File: config.mk
export PLATFORM = sky130hd
export DESIGN_NAME = frame_rate_meter_limiter
export DESIGN_NICKNAME = d
export VERILOG_FILES = /design/src/design/frm_pkg.sv /design/src/design/frm_ram.sv /design/src/design/frm_div.sv /design/src/design/frame_rate_meter_limiter.sv
export SDC_FILE = /design/constraint.sdc
export NUM_CORES = 1
export LEC_CHECK = 0
export ABC_AREA = 1
export BUFFER_PORTS_ARGS = -buffer_cell sky130_fd_sc_hd__buf_4
export CORE_MARGIN = 4
export CORE_UTILIZATION = 60
export CTS_CLUSTER_DIAMETER = 100
export DETAILED_ROUTE_END_ITERATION = 8
export PLACE_DENSITY = 0.78
export SYNTH_ARGS = -nofsm -noshare
export SYNTH_HDL_FRONTEND = slang
export SYNTH_SLANG_ARGS = --single-unit
export TNS_END_PERCENT = 10
File: constraint.sdc
create_clock -name clk -period 8.9 [get_ports clk]
set_clock_uncertainty 0.05 [all_clocks]
set_input_delay 0.89 -clock clk [delete_from_list [all_inputs] [get_ports clk]]
set_output_delay 0.89 -clock clk [all_outputs]
set_load 0.02 [all_outputs]
File: src/design/frm_pkg.sv
// ----------------------------------------------------------------------------
// frm_pkg
// Shared types and fixed constants of the frame rate meter and limiter.
// ----------------------------------------------------------------------------
`default_nettype none

package frm_pkg;

  localparam int unsigned TIME_W   = 32;
  localparam int unsigned IVL_W    = 16;
  localparam int unsigned SUM_W    = 24;
  localparam int unsigned PERIOD_W = 24;
  localparam int unsigned DELAY_W  = 16;

  localparam logic [SUM_W-1:0]    FPS_SCALE      = 24'd256000;
  localparam logic [SUM_W-1:0]    FPS_DEFAULT_Q8 = 24'd15360;
  localparam logic [PERIOD_W-1:0] PERIOD_RESET   = 24'd4267;

  localparam logic KIND_BEGIN = 1'b0;
  localparam logic KIND_END   = 1'b1;

  typedef struct packed {
    logic busy;
    logic done;
  } frm_div_stat_t;

endpackage

`default_nettype wire

File: src/design/frm_ram.sv
// ----------------------------------------------------------------------------
// frm_ram
// Generic single-write, single-read RAM with registered read data.
// ----------------------------------------------------------------------------
`default_nettype none

module frm_ram #(
  parameter int unsigned WIDTH = 16,
  parameter int unsigned DEPTH = 10,
  parameter int unsigned AW    = (DEPTH > 1) ? $clog2(DEPTH) : 1
) (
  input  wire logic             clk,
  input  wire logic             we,
  input  wire logic [AW-1:0]    waddr,
  input  wire logic [WIDTH-1:0] wdata,
  input  wire logic             re,
  input  wire logic [AW-1:0]    raddr,
  output logic      [WIDTH-1:0] rdata_r
);

  logic [WIDTH-1:0] mem_r [DEPTH];

  always_ff @(posedge clk) begin
    if (we) begin
      mem_r[waddr] <= wdata;
    end
    if (re) begin
      rdata_r <= mem_r[raddr];
    end
  end

endmodule

`default_nettype wire

File: src/design/frm_div.sv
// ----------------------------------------------------------------------------
// frm_div
// Restoring unsigned divider, one quotient bit per cycle.
// ----------------------------------------------------------------------------
`default_nettype none

module frm_div #(
  parameter int unsigned W = 24
) (
  input  wire logic                  clk,
  input  wire logic                  rst_n,
  input  wire logic                  start,
  input  wire logic [W-1:0]          dividend,
  input  wire logic [W-1:0]          divisor,
  output frm_pkg::frm_div_stat_t     stat,
  output logic      [W-1:0]          quotient
);

  import frm_pkg::*;

  localparam int unsigned CW = $clog2(W + 1);

  logic [W-1:0]  rem_r;
  logic [W-1:0]  quo_r;
  logic [W-1:0]  dvs_r;
  logic [CW-1:0] cnt_r;
  logic          busy_r;
  logic          done_r;
  logic [W:0]    shifted;
  logic [W:0]    trial;

  assign shifted = {rem_r, quo_r[W-1]};
  assign trial   = shifted - {1'b0, dvs_r};

  always_ff @(posedge clk) begin
    if (!rst_n) begin
      busy_r <= 1'b0;
      done_r <= 1'b0;
      cnt_r  <= '0;
    end else begin
      done_r <= 1'b0;
      if (start) begin
        busy_r <= 1'b1;
        cnt_r  <= CW'(W);
      end else if (busy_r) begin
        cnt_r <= cnt_r - 1'b1;
        if (cnt_r == CW'(1)) begin
          busy_r <= 1'b0;
          done_r <= 1'b1;
        end
      end
    end
  end

  always_ff @(posedge clk) begin
    if (start) begin
      rem_r <= '0;
      quo_r <= dividend;
      dvs_r <= divisor;
    end else if (busy_r) begin
      if (!trial[W]) begin
        rem_r <= trial[W-1:0];
      end else begin
        rem_r <= shifted[W-1:0];
      end
      quo_r <= {quo_r[W-2:0], ~trial[W]};
    end
  end

  assign stat.busy = busy_r;
  assign stat.done = done_r;
  assign quotient  = quo_r;

endmodule

`default_nettype wire

File: src/design/frame_rate_meter_limiter.sv
// A frame-begin transaction is taken in ST_IDLE and gives no result.
// A frame-end transaction passes ST_UPDATE and ST_SCALE, then the one-bit-per-cycle divider in
// ST_DIVIDE, and its result is registered for ST_OUT; a zero sum goes from ST_SCALE straight to ST_OUT.
// One transaction at a time: a new one is taken only in ST_IDLE, after the last result is taken.
// Reset (rst_n low, synchronous): meter history cleared, period register back to 4267.
// The interval ring is not cleared; an entry read before it is written is not used.
// ----------------------------------------------------------------------------
// frame_rate_meter_limiter
// Moving-average frame rate meter with a frame period limiter.
// ----------------------------------------------------------------------------
`default_nettype none

module frame_rate_meter_limiter #(
  parameter int unsigned WINDOW = 10
) (
  input  wire logic        clk,
  input  wire logic        rst_n,
  input  wire logic        cfg_valid,
  output logic             cfg_ready,
  input  wire logic [23:0] cfg_target_period_q8,
  input  wire logic        in_valid,
  output logic             in_ready,
  input  wire logic        in_kind,
  input  wire logic [31:0] in_now_ms,
  output logic             out_valid,
  input  wire logic        out_ready,
  output logic      [15:0] out_frame_time_ms,
  output logic      [23:0] out_fps_q8,
  output logic      [15:0] out_delay_ms
);

  import frm_pkg::*;

  localparam int unsigned SLOT_W = (WINDOW > 1) ? $clog2(WINDOW) : 1;
  localparam int unsigned CNT_W  = $clog2(WINDOW + 1);

  typedef enum logic [2:0] {
    ST_IDLE,
    ST_UPDATE,
    ST_SCALE,
    ST_DIVIDE,
    ST_OUT
  } state_t;

  state_t              state_r;
  logic [PERIOD_W-1:0] target_r;
  logic [TIME_W-1:0]   frame_start_r;
  logic [TIME_W-1:0]   last_end_r;
  logic                have_last_r;
  logic [SUM_W-1:0]    sum_r;
  logic [SUM_W-1:0]    sum_nxt;
  logic [SLOT_W-1:0]   slot_r;
  logic [SLOT_W-1:0]   slot_nxt;
  logic [CNT_W-1:0]    fill_r;
  logic [IVL_W-1:0]    interval_r;
  logic [DELAY_W-1:0]  delay_r;
  logic [SUM_W-1:0]    fps_r;
  logic                out_valid_r;

  logic                in_acc;
  logic                full;
  logic [TIME_W-1:0]   since_end;
  logic [IVL_W-1:0]    interval_nxt;
  logic [TIME_W-1:0]   ticks;
  logic [PERIOD_W:0]   period_diff;
  logic [DELAY_W-1:0]  delay_nxt;
  logic [IVL_W-1:0]    oldest;
  logic                div_start;
  logic [SUM_W-1:0]    div_num;
  logic [SUM_W-1:0]    div_quo;
  frm_div_stat_t       div_stat;

  assign cfg_ready = 1'b1;
  assign in_ready  = (state_r == ST_IDLE);
  assign in_acc    = in_valid && in_ready;
  assign full      = (fill_r == CNT_W'(WINDOW));

  assign since_end    = in_now_ms - last_end_r;
  assign interval_nxt = !have_last_r ? '0 :
                        (|since_end[TIME_W-1:IVL_W]) ? '1 : since_end[IVL_W-1:0];

  assign ticks       = in_now_ms - frame_start_r;
  assign period_diff = {1'b0, target_r} - {1'b0, ticks[15:0], 8'd0};
  assign delay_nxt   = ((|ticks[TIME_W-1:16]) || period_diff[PERIOD_W]) ? '0 :
                       period_diff[PERIOD_W-1:8];

  assign sum_nxt  = sum_r - (full ? SUM_W'(oldest) : '0) + SUM_W'(interval_r);
  assign slot_nxt = (slot_r == SLOT_W'(WINDOW - 1)) ? '0 : slot_r + 1'b1;

  assign div_start = (state_r == ST_SCALE) && (sum_r != '0);
  assign div_num   = SUM_W'(FPS_SCALE * SUM_W'(fill_r));

  frm_ram #(
    .WIDTH (IVL_W),
    .DEPTH (WINDOW),
    .AW    (SLOT_W)
  ) u_ring (
    .clk     (clk),
    .we      (state_r == ST_UPDATE),
    .waddr   (slot_r),
    .wdata   (interval_r),
    .re      (in_acc),
    .raddr   (slot_r),
    .rdata_r (oldest)
  );

  frm_div #(
    .W (SUM_W)
  ) u_div (
    .clk      (clk),
    .rst_n    (rst_n),
    .start    (div_start),
    .dividend (div_num),
    .divisor  (sum_r),
    .stat     (div_stat),
    .quotient (div_quo)
  );

  always_ff @(posedge clk) begin
    if (!rst_n) begin
      state_r       <= ST_IDLE;
      target_r      <= PERIOD_RESET;
      frame_start_r <= '0;
      last_end_r    <= '0;
      have_last_r   <= 1'b0;
      sum_r         <= '0;
      slot_r        <= '0;
      fill_r        <= '0;
      out_valid_r   <= 1'b0;
    end else begin
      if (cfg_valid && cfg_ready) begin
        target_r <= cfg_target_period_q8;
      end
      unique case (state_r)
        ST_IDLE: begin
          if (in_acc) begin
            if (in_kind == KIND_BEGIN) begin
              frame_start_r <= in_now_ms;
            end else begin
              interval_r  <= interval_nxt;
              delay_r     <= delay_nxt;
              last_end_r  <= in_now_ms;
              have_last_r <= 1'b1;
              state_r     <= ST_UPDATE;
            end
          end
        end
        ST_UPDATE: begin
          sum_r  <= sum_nxt;
          slot_r <= slot_nxt;
          if (!full) begin
            fill_r <= fill_r + 1'b1;
          end
          state_r <= ST_SCALE;
        end
        ST_SCALE: begin
          if (sum_r == '0) begin
            fps_r       <= FPS_DEFAULT_Q8;
            out_valid_r <= 1'b1;
            state_r     <= ST_OUT;
          end else begin
            state_r <= ST_DIVIDE;
          end
        end
        ST_DIVIDE: begin
          if (div_stat.done) begin
            fps_r       <= div_quo;
            out_valid_r <= 1'b1;
            state_r     <= ST_OUT;
          end
        end
        ST_OUT: begin
          if (out_ready) begin
            out_valid_r <= 1'b0;
            state_r     <= ST_IDLE;
          end
        end
        default: begin
          state_r <= ST_IDLE;
        end
      endcase
    end
  end

  assign out_valid         = out_valid_r;
  assign out_frame_time_ms = interval_r;
  assign out_fps_q8        = fps_r;
  assign out_delay_ms      = delay_r;

  a_out_blocks_input: assert property (@(posedge clk) disable iff (!rst_n)
    out_valid_r |-> !in_ready)
    else $error("input taken while a result is pending");

  a_fill_bounded: assert property (@(posedge clk) disable iff (!rst_n)
    fill_r <= CNT_W'(WINDOW))
    else $error("fill count beyond window");

  a_div_done_in_divide: assert property (@(posedge clk) disable iff (!rst_n)
    div_stat.done |-> (state_r == ST_DIVIDE))
    else $error("divider finished outside divide state");

  a_div_start_idle: assert property (@(posedge clk) disable iff (!rst_n)
    div_start |-> !div_stat.busy)
    else $error("divider restarted while busy");

  a_end_updates: assert property (@(posedge clk) disable iff (!rst_n)
    (in_acc && (in_kind == KIND_END)) |=> (state_r == ST_UPDATE))
    else $error("frame end transaction did not start an update");

endmodule

`default_nettype wire
==> results of run 1 <==
per-layer routing:
| layer | GRT usage | vias up | wire length [µm] |
|---|---|---|---|
| li1 | - | 10700 | - |
| met1 | 0.333 | 9958 | 26100 |
| met2 | 0.493 | 570 | 31300 |
| met3 | 0.0506 | 165 | 3770 |
| met4 | 0.0910 | 8 | 1980 |
| met5 | 0 | - | 55 |
registers in the layout, summed over array words and instances (netlist names), 3 cells and up:
signal and cells:
slot_r 4, out_delay_ms 16, u_div.quotient 24, frame_start_r 32
target_r 16, u_div.dvs_r 24, out_fps_q8 24, sum_r 24
u_ring.rdata_r 16, u_ring.mem_r 160, u_div.cnt_r 5, last_end_r 32
u_div.rem_r 24, out_frame_time_ms 16, state_r 3, fill_r 4
area by class of cell:
| type | instances | share of cell area |
|---|---|---|
| tap | 539 | 0.0237 |
| inverter | 614 | 0.0809 |
| sequential | 428 | 0.394 |
| multi-input combinational | 2143 | 0.410 |
| antenna | 4 | 0.000351 |
| timing repair buffer | 131 | 0.0345 |
| clock buffer | 58 | 0.0430 |
| clock inverter | 27 | 0.0133 |
cells in the mapped netlist (32+ instances only):
cell / count
edfxtp_1: 267
a31oi_1: 45
xnor2_1: 51
a21oi_1: 200
nand2_1: 786
o21ai_0: 146
nand3_1: 181
inv_1: 606
a22oi_1: 32
dfxtp_1: 161
nor2_1: 297
clkbuf_1: 66
ha_1: 148
nor3_1: 44
through the flow:
stage | instance area, µm² | hold WS (ns) | setup slack, ns
2_1_floorplan | 25500 | 0.358 | 4.79
3_3_place_gp | 26900 | 0.367 | 4.67
6_report | 28500 | 0.384 | 4.65
5_1_grt | 28500 | 0.398 | 4.23
4_1_cts | 28500 | 0.385 | 4.64
3_5_place_dp | 26900 | 0.370 | 4.54
where the power goes:
group	internal, mW	switching (mW)	total, mW
registers	2.51	0.186	2.69
logic	1.22	2.38	3.60
clock network	1.19	0.820	2.01
total	4.92	3.39	8.31
worst min path at each step:
| stage | from | to | slack, ns |
|---|---|---|---|
| final | sum_r[14] | u_div.dvs_r[14] | 0.38 |
| after global placement | sum_r[15] | u_div.dvs_r[15] | 0.37 |
| after floorplan | sum_r[13] | u_div.dvs_r[13] | 0.36 |
| after global routing | sum_r[14] | u_div.dvs_r[14] | 0.40 |
| after CTS | sum_r[14] | u_div.dvs_r[14] | 0.38 |
| after detailed placement | sum_r[14] | u_div.dvs_r[14] | 0.37 |
cell families after synthesis:
family,after synthesis,share of synthesized area
XOR/XNOR,73,0.0251
buffers and inverters,694,0.104
adder cells (fa/ha/maj),175,0.0938
other,1,0.000147
AO/OA/AOI/OAI,487,0.106
AND/OR/NAND/NOR,1407,0.231
flip-flops,428,0.441
==> run_results.csv, run 1 <==
group,metric,value,unit
outcome,status,"completed",
floorplan,dieArea,45900,µm²
setup_path,endpoint,"sum_r[23]",
cts,clk_latency,0.61,ns
setup_path,critPathCaptureType,"register",
setup_path,worstSetupStartpointType,"register",
global_route,grt_max_degree,70,
sta,tns,0,ns
detailed_routing,first_pass_iters,6,
floorplan,start_util,0.608,
sta,hold_viol_final,0,
setup_path,reg2regPathDepth,17,
sta,rsz0062_at_grt,"false",
cts,cts.clk_slew.worst_paths,0.06,ns
cts,h-tree-depth,2,
synthesis,synth_cells,3265,
sta,finalCritPeriodShare,0.478,
detailed_routing,drt_wl_total,63200,µm
setup_path,required,9.34,ns
synthesis,synth_edf_count,267,
setup_path,arrival,4.69,ns
power,power_leakage,13.2,nW
floorplan,pin_count,121,
detailed_routing,drtAntennaViolNets,0,
sta,maxSlewHeadroom,0.194,
setup_path,r2r-end,"sum_r[23]",
layout,final_cell_mix,"nand2_1, inv_1, nor2_1",
layout,layout_commonest_cell,"nand2_1",
synthesis,seq_area_frac_synth,0.441,
synthesis,synth_area_leader_cell,"edfxtp_1",
layout,filler_cell_count,3444,
setup_path,crit_buf_inv,3,
synthesis,synth-main-ff-cell,"edfxtp_1",
floorplan,die-width,214,µm
synthesis,synth_top_area_share,0.314,
placed_design,place.gp.congestion,0.957,
sta,finalSetupViolCount,0,
floorplan,core_area,41900,µm²
synthesis,synth_warnings,0,
cts,clock-sinks,428,
power,powerDensity,292,nW/µm²
hold_path,whs_path_depth,0,
floorplan,die_h,214,µm
setup_path,cp_top_family,"simple AND/OR/NAND/NOR gates",
setup_path,critPathMaxStageDelay,0.54,ns
synthesis,syn_avg_cell_area,7.81,µm²
layout,drive_gt1_frac,0.0782,
synthesis,netlist-cell-type-count,48,
cts,clockBufferDepth,3,
sta,post-route-min-period,4.25,ns
setup_path,cp-startpoint,"fill_r[0]",
cts,numCtsBuffers,46,
cts,holdBufCountCts,0,
setup_path,worstPathCellList,"inv_1, ha_1, nand2_1, nor2_1, fa_1, inv_1, ha_1, a21oi_1, a21oi_1, nor2_1, o21ai_0, nand3_1, nand3_1, a21oi_1, o21ai_0, nand2_1, inv_1",
power,design_power_total,8.31,mW
setup_path,crit_slowest_cell,"dfxtp_1",
global_route,grt_use_total,0.274,
detailed_routing,vias,21400,
sta,max_freq,235,MHz
placed_design,placed_cells,3855,
detailed_routing,wl_per_cell,16.0,µm
cts,cts_tree,"yes",
global_route,grt_overflow,0,
placed_design,io_buffers,111,
job,drv_cap,0,
global_route,grt_pass1_wl,104000,µm
setup_path,path_depth,17,
cts,cts_root_buffer,"clkbuf_16",
synthesis,syn_area,25500,µm²
layout,instances_no_fill,3944,
cts,ctsResizeCount,0,
layout,seqCellArea,11200,µm²
sta,tightest_slew,1.21,ns
synthesis,async_reset_ff_frac,0,
setup_path,reg2reg_slack,4.65,ns
hold_path,hold_class,"register to register",
layout,postLayoutCoreUtil,0.679,
synthesis,syn-num-nets,3502,
detailed_routing,drtIter0Drc,1733,
sta,slew_violations,0,
layout,area_growth,11.7,%
layout,multi_input_area,11700,µm²
global_route,antenna_found_initial,7,
detailed_routing,route.detailed.drc,0,
detailed_routing,vias_per_cell,5.44,
cts,cts_setup_buffers,0,
setup_path,crit_path_max_fanout,17,
placed_design,dp_hpwl,46800,µm
power,vdd_ir_drop_max,187,µV
setup_path,critPathKind,"register to register",
synthesis,yosys_register_bits,428,
floorplan,num_rows,75,
synthesis,synth_area_leaders,"edfxtp_1, dfxtp_1, nand2_1",
setup_path,r2r_start,"fill_r[0]",
global_route,grt_pass1_vias,21200,
layout,fin_nets,3601,
Note: power is estimated with default switching activity, not from simulation.
==> run 2, diff against run 1 <==
--- a/config.mk
+++ b/config.mk
@@ -8,7 +8,7 @@
 export ABC_AREA = 1
 export BUFFER_PORTS_ARGS = -buffer_cell sky130_fd_sc_hd__buf_4
 export CORE_MARGIN = 4
-export CORE_UTILIZATION = 60
+export CORE_UTILIZATION = 57
 export CTS_CLUSTER_DIAMETER = 100
 export DETAILED_ROUTE_END_ITERATION = 8
 export PLACE_DENSITY = 0.78
==> constraint.sdc (replaced) <==
create_clock -name clk -period 3.55 [get_ports clk]
set_clock_uncertainty 0.05 [all_clocks]
set_input_delay 0.355 -clock clk [delete_from_list [all_inputs] [get_ports clk]]
set_output_delay 0.355 -clock clk [all_outputs]
set_load 0.02 [all_outputs]
==> run 2 against run 1 <==
Setup slack lost 4.4 ns. Core utilization shrank 2.5 points. Sequential cell count is the same. Sequential share of layout area shrank 0.61 points. Sequential power grew 150%. Worst hold slack lost 0.33 ns. Via count grew 1.3%. Largest power group unchanged.
==> run_results.csv, run 2 (same netlist as run 1, synthesis figures left out) <==
group,metric,value,unit
outcome,status,"completed",
power,vdd_ir_drop_max,517,µV
layout,instances_no_fill,4053,
sta,hold_viol_final,0,
floorplan,core_area,44200,µm²
hold_path,hp-start,"in_now_ms[31]",
placed_design,dp_hpwl,48100,µm
global_route,grt_pass1_wl,105000,µm
setup_path,r2r-end,"sum_r[16]",
detailed_routing,vias_per_cell,5.36,
setup_path,critPathCaptureType,"register",
layout,final_cell_mix,"nand2_1, inv_1, nor2_1",
global_route,grt_use_total,0.267,
setup_path,crit_path_max_fanout,17,
cts,clockBufferDepth,3,
sta,post-route-min-period,3.32,ns
global_route,antenna_found_initial,6,
setup_path,required,3.96,ns
cts,clk_latency,0.56,ns
layout,area_growth,13.5,%
floorplan,start_util,0.577,
hold_path,hold_class,"input port to register",
setup_path,worstSetupStartpointType,"register",
detailed_routing,first_pass_iters,6,
global_route,grt_overflow,0,
setup_path,reg2reg_slack,0.23,ns
detailed_routing,vias,21700,
cts,clock-sinks,428,
layout,largest_register_ffs,160,
sta,finalCritPeriodShare,0.936,
layout,drive_gt1_frac,0.0908,
detailed_routing,drtIter0Drc,1691,
sta,max_freq,301,MHz
global_route,grt_max_degree,84,
floorplan,die_h,220,µm
layout,fin_nets,3660,
floorplan,num_rows,77,
placed_design,place_area,27300,µm²
layout,top_register,"u_ring.mem_r",
sta,maxSlewHeadroom,0.350,
setup_path,r2r_start,"fill_r[2]",
detailed_routing,drtAntennaViolNets,0,
placed_design,placed_cells,3951,
placed_design,io_buffers,111,
job,drv_cap,0,
layout,postLayoutCoreUtil,0.655,
floorplan,pin_count,121,
hold_path,whs_path_depth,3,
cts,cts.clk_slew.worst_paths,0.06,ns
layout,multi_input_area,11700,µm²
sta,slew_violations,0,
setup_path,critPathKind,"register to register",
layout,top_regs,"u_ring.mem_r x160, frame_start_r x32, last_end_r x32",
power,design_power_total,20.7,mW
detailed_routing,drt_wl_total,64100,µm
detailed_routing,wl_per_cell,15.8,µm
floorplan,dieArea,48200,µm²
hold_path,min_to,"last_end_r[31]",
cts,h-tree-depth,2,
sta,finalSetupViolCount,0,
cts,numCtsBuffers,45,
setup_path,reg2regPathDepth,16,
sta,tightest_slew,0.973,ns
power,powerDensity,714,nW/µm²
layout,seqCellArea,11200,µm²
cts,cts_root_buffer,"clkbuf_16",
layout,layout_commonest_cell,"nand2_1",
detailed_routing,route.detailed.drc,0,
floorplan,die-width,220,µm
layout,filler_cell_count,3723,
cts,cts_tree,"yes",
power,power_leakage,13.4,nW
setup_path,arrival,3.73,ns
sta,rsz0062_at_grt,"true",
global_route,grt_pass1_vias,21400,
layout,postLayoutCellArea,28900,µm²
placed_design,place.gp.congestion,0.965,
[run 2: through the flow]
step	TNS [ns]	hold slack, ns	setup WS (ns)
finish	0	0.0527	0.227
global route	-0.0203	0.0371	-0.0203
CTS	0	0.0172	0.186
floorplan	0	0.358	0.119
global placement	0	0.366	0.126
detailed placement	0	0.365	0.0248
[run 2: how the worst max path moves through the flow]
| stage | from | end | cells after the start |
|---|---|---|---|
| floorplan | sum_r[20] | out_fps_q8[0] | 10 |
| global placement | in_now_ms[0] | out_delay_ms[1] | 20 |
| detailed placement | in_now_ms[0] | out_delay_ms[2] | 20 |
| CTS | fill_r[2] | sum_r[16] | 16 |
| global route | fill_r[2] | sum_r[14] | 16 |
| finish | fill_r[2] | sum_r[16] | 16 |
[run 2: routing by layer]
layer | vias to the layer above | track usage | share of wire
met5 | - | 0 | 0.00064
met4 | 6 | 0.0910 | 0.033
met3 | 166 | 0.0466 | 0.057
met2 | 571 | 0.477 | 0.50
met1 | 10100 | 0.326 | 0.41
li1 | 10900 | - | -
[run 2: area by class of cell]
type	instances	area share
diodes	3	0.000259
inverters	614	0.0796
repair buffers	190	0.0510
clock inverters	21	0.00696
multi-input cells	2144	0.405
clock buffers	61	0.0428
well taps	592	0.0256
flip-flops and latches	428	0.388
[run 2: power by group]
part | total (mW) | switching (mW) | internal (mW)
Clock | 4.60 | 1.92 | 2.68
Sequential | 6.67 | 0.394 | 6.27
Combinational | 9.41 | 6.15 | 3.25
[run 2: what timing repair did]
action / CTS / global route
hold endpoints to repair: 15 / 0
hold buffers: 15 / 0
endpoints found under the setup margin: 0 / 23
setup buffers: 0 / 1
gates resized for setup: 0 / 11
[run 2: worst max-delay path: stages (launching register included)]
cell,delay (ns)
dfxtp_1,0.34
inv_1,0.07
ha_1,0.22
nand2_1,0.11
buf_12,0.15
nor2_1,0.06
fa_1,0.47
inv_1,0.07
fa_1,0.48
nand3_1,0.10
nand3_1,0.18
a21oi_2,0.27
o21ai_0,0.19
nand3_1,0.17
a21oi_1,0.08
o21ai_0,0.16
inv_1,0.05
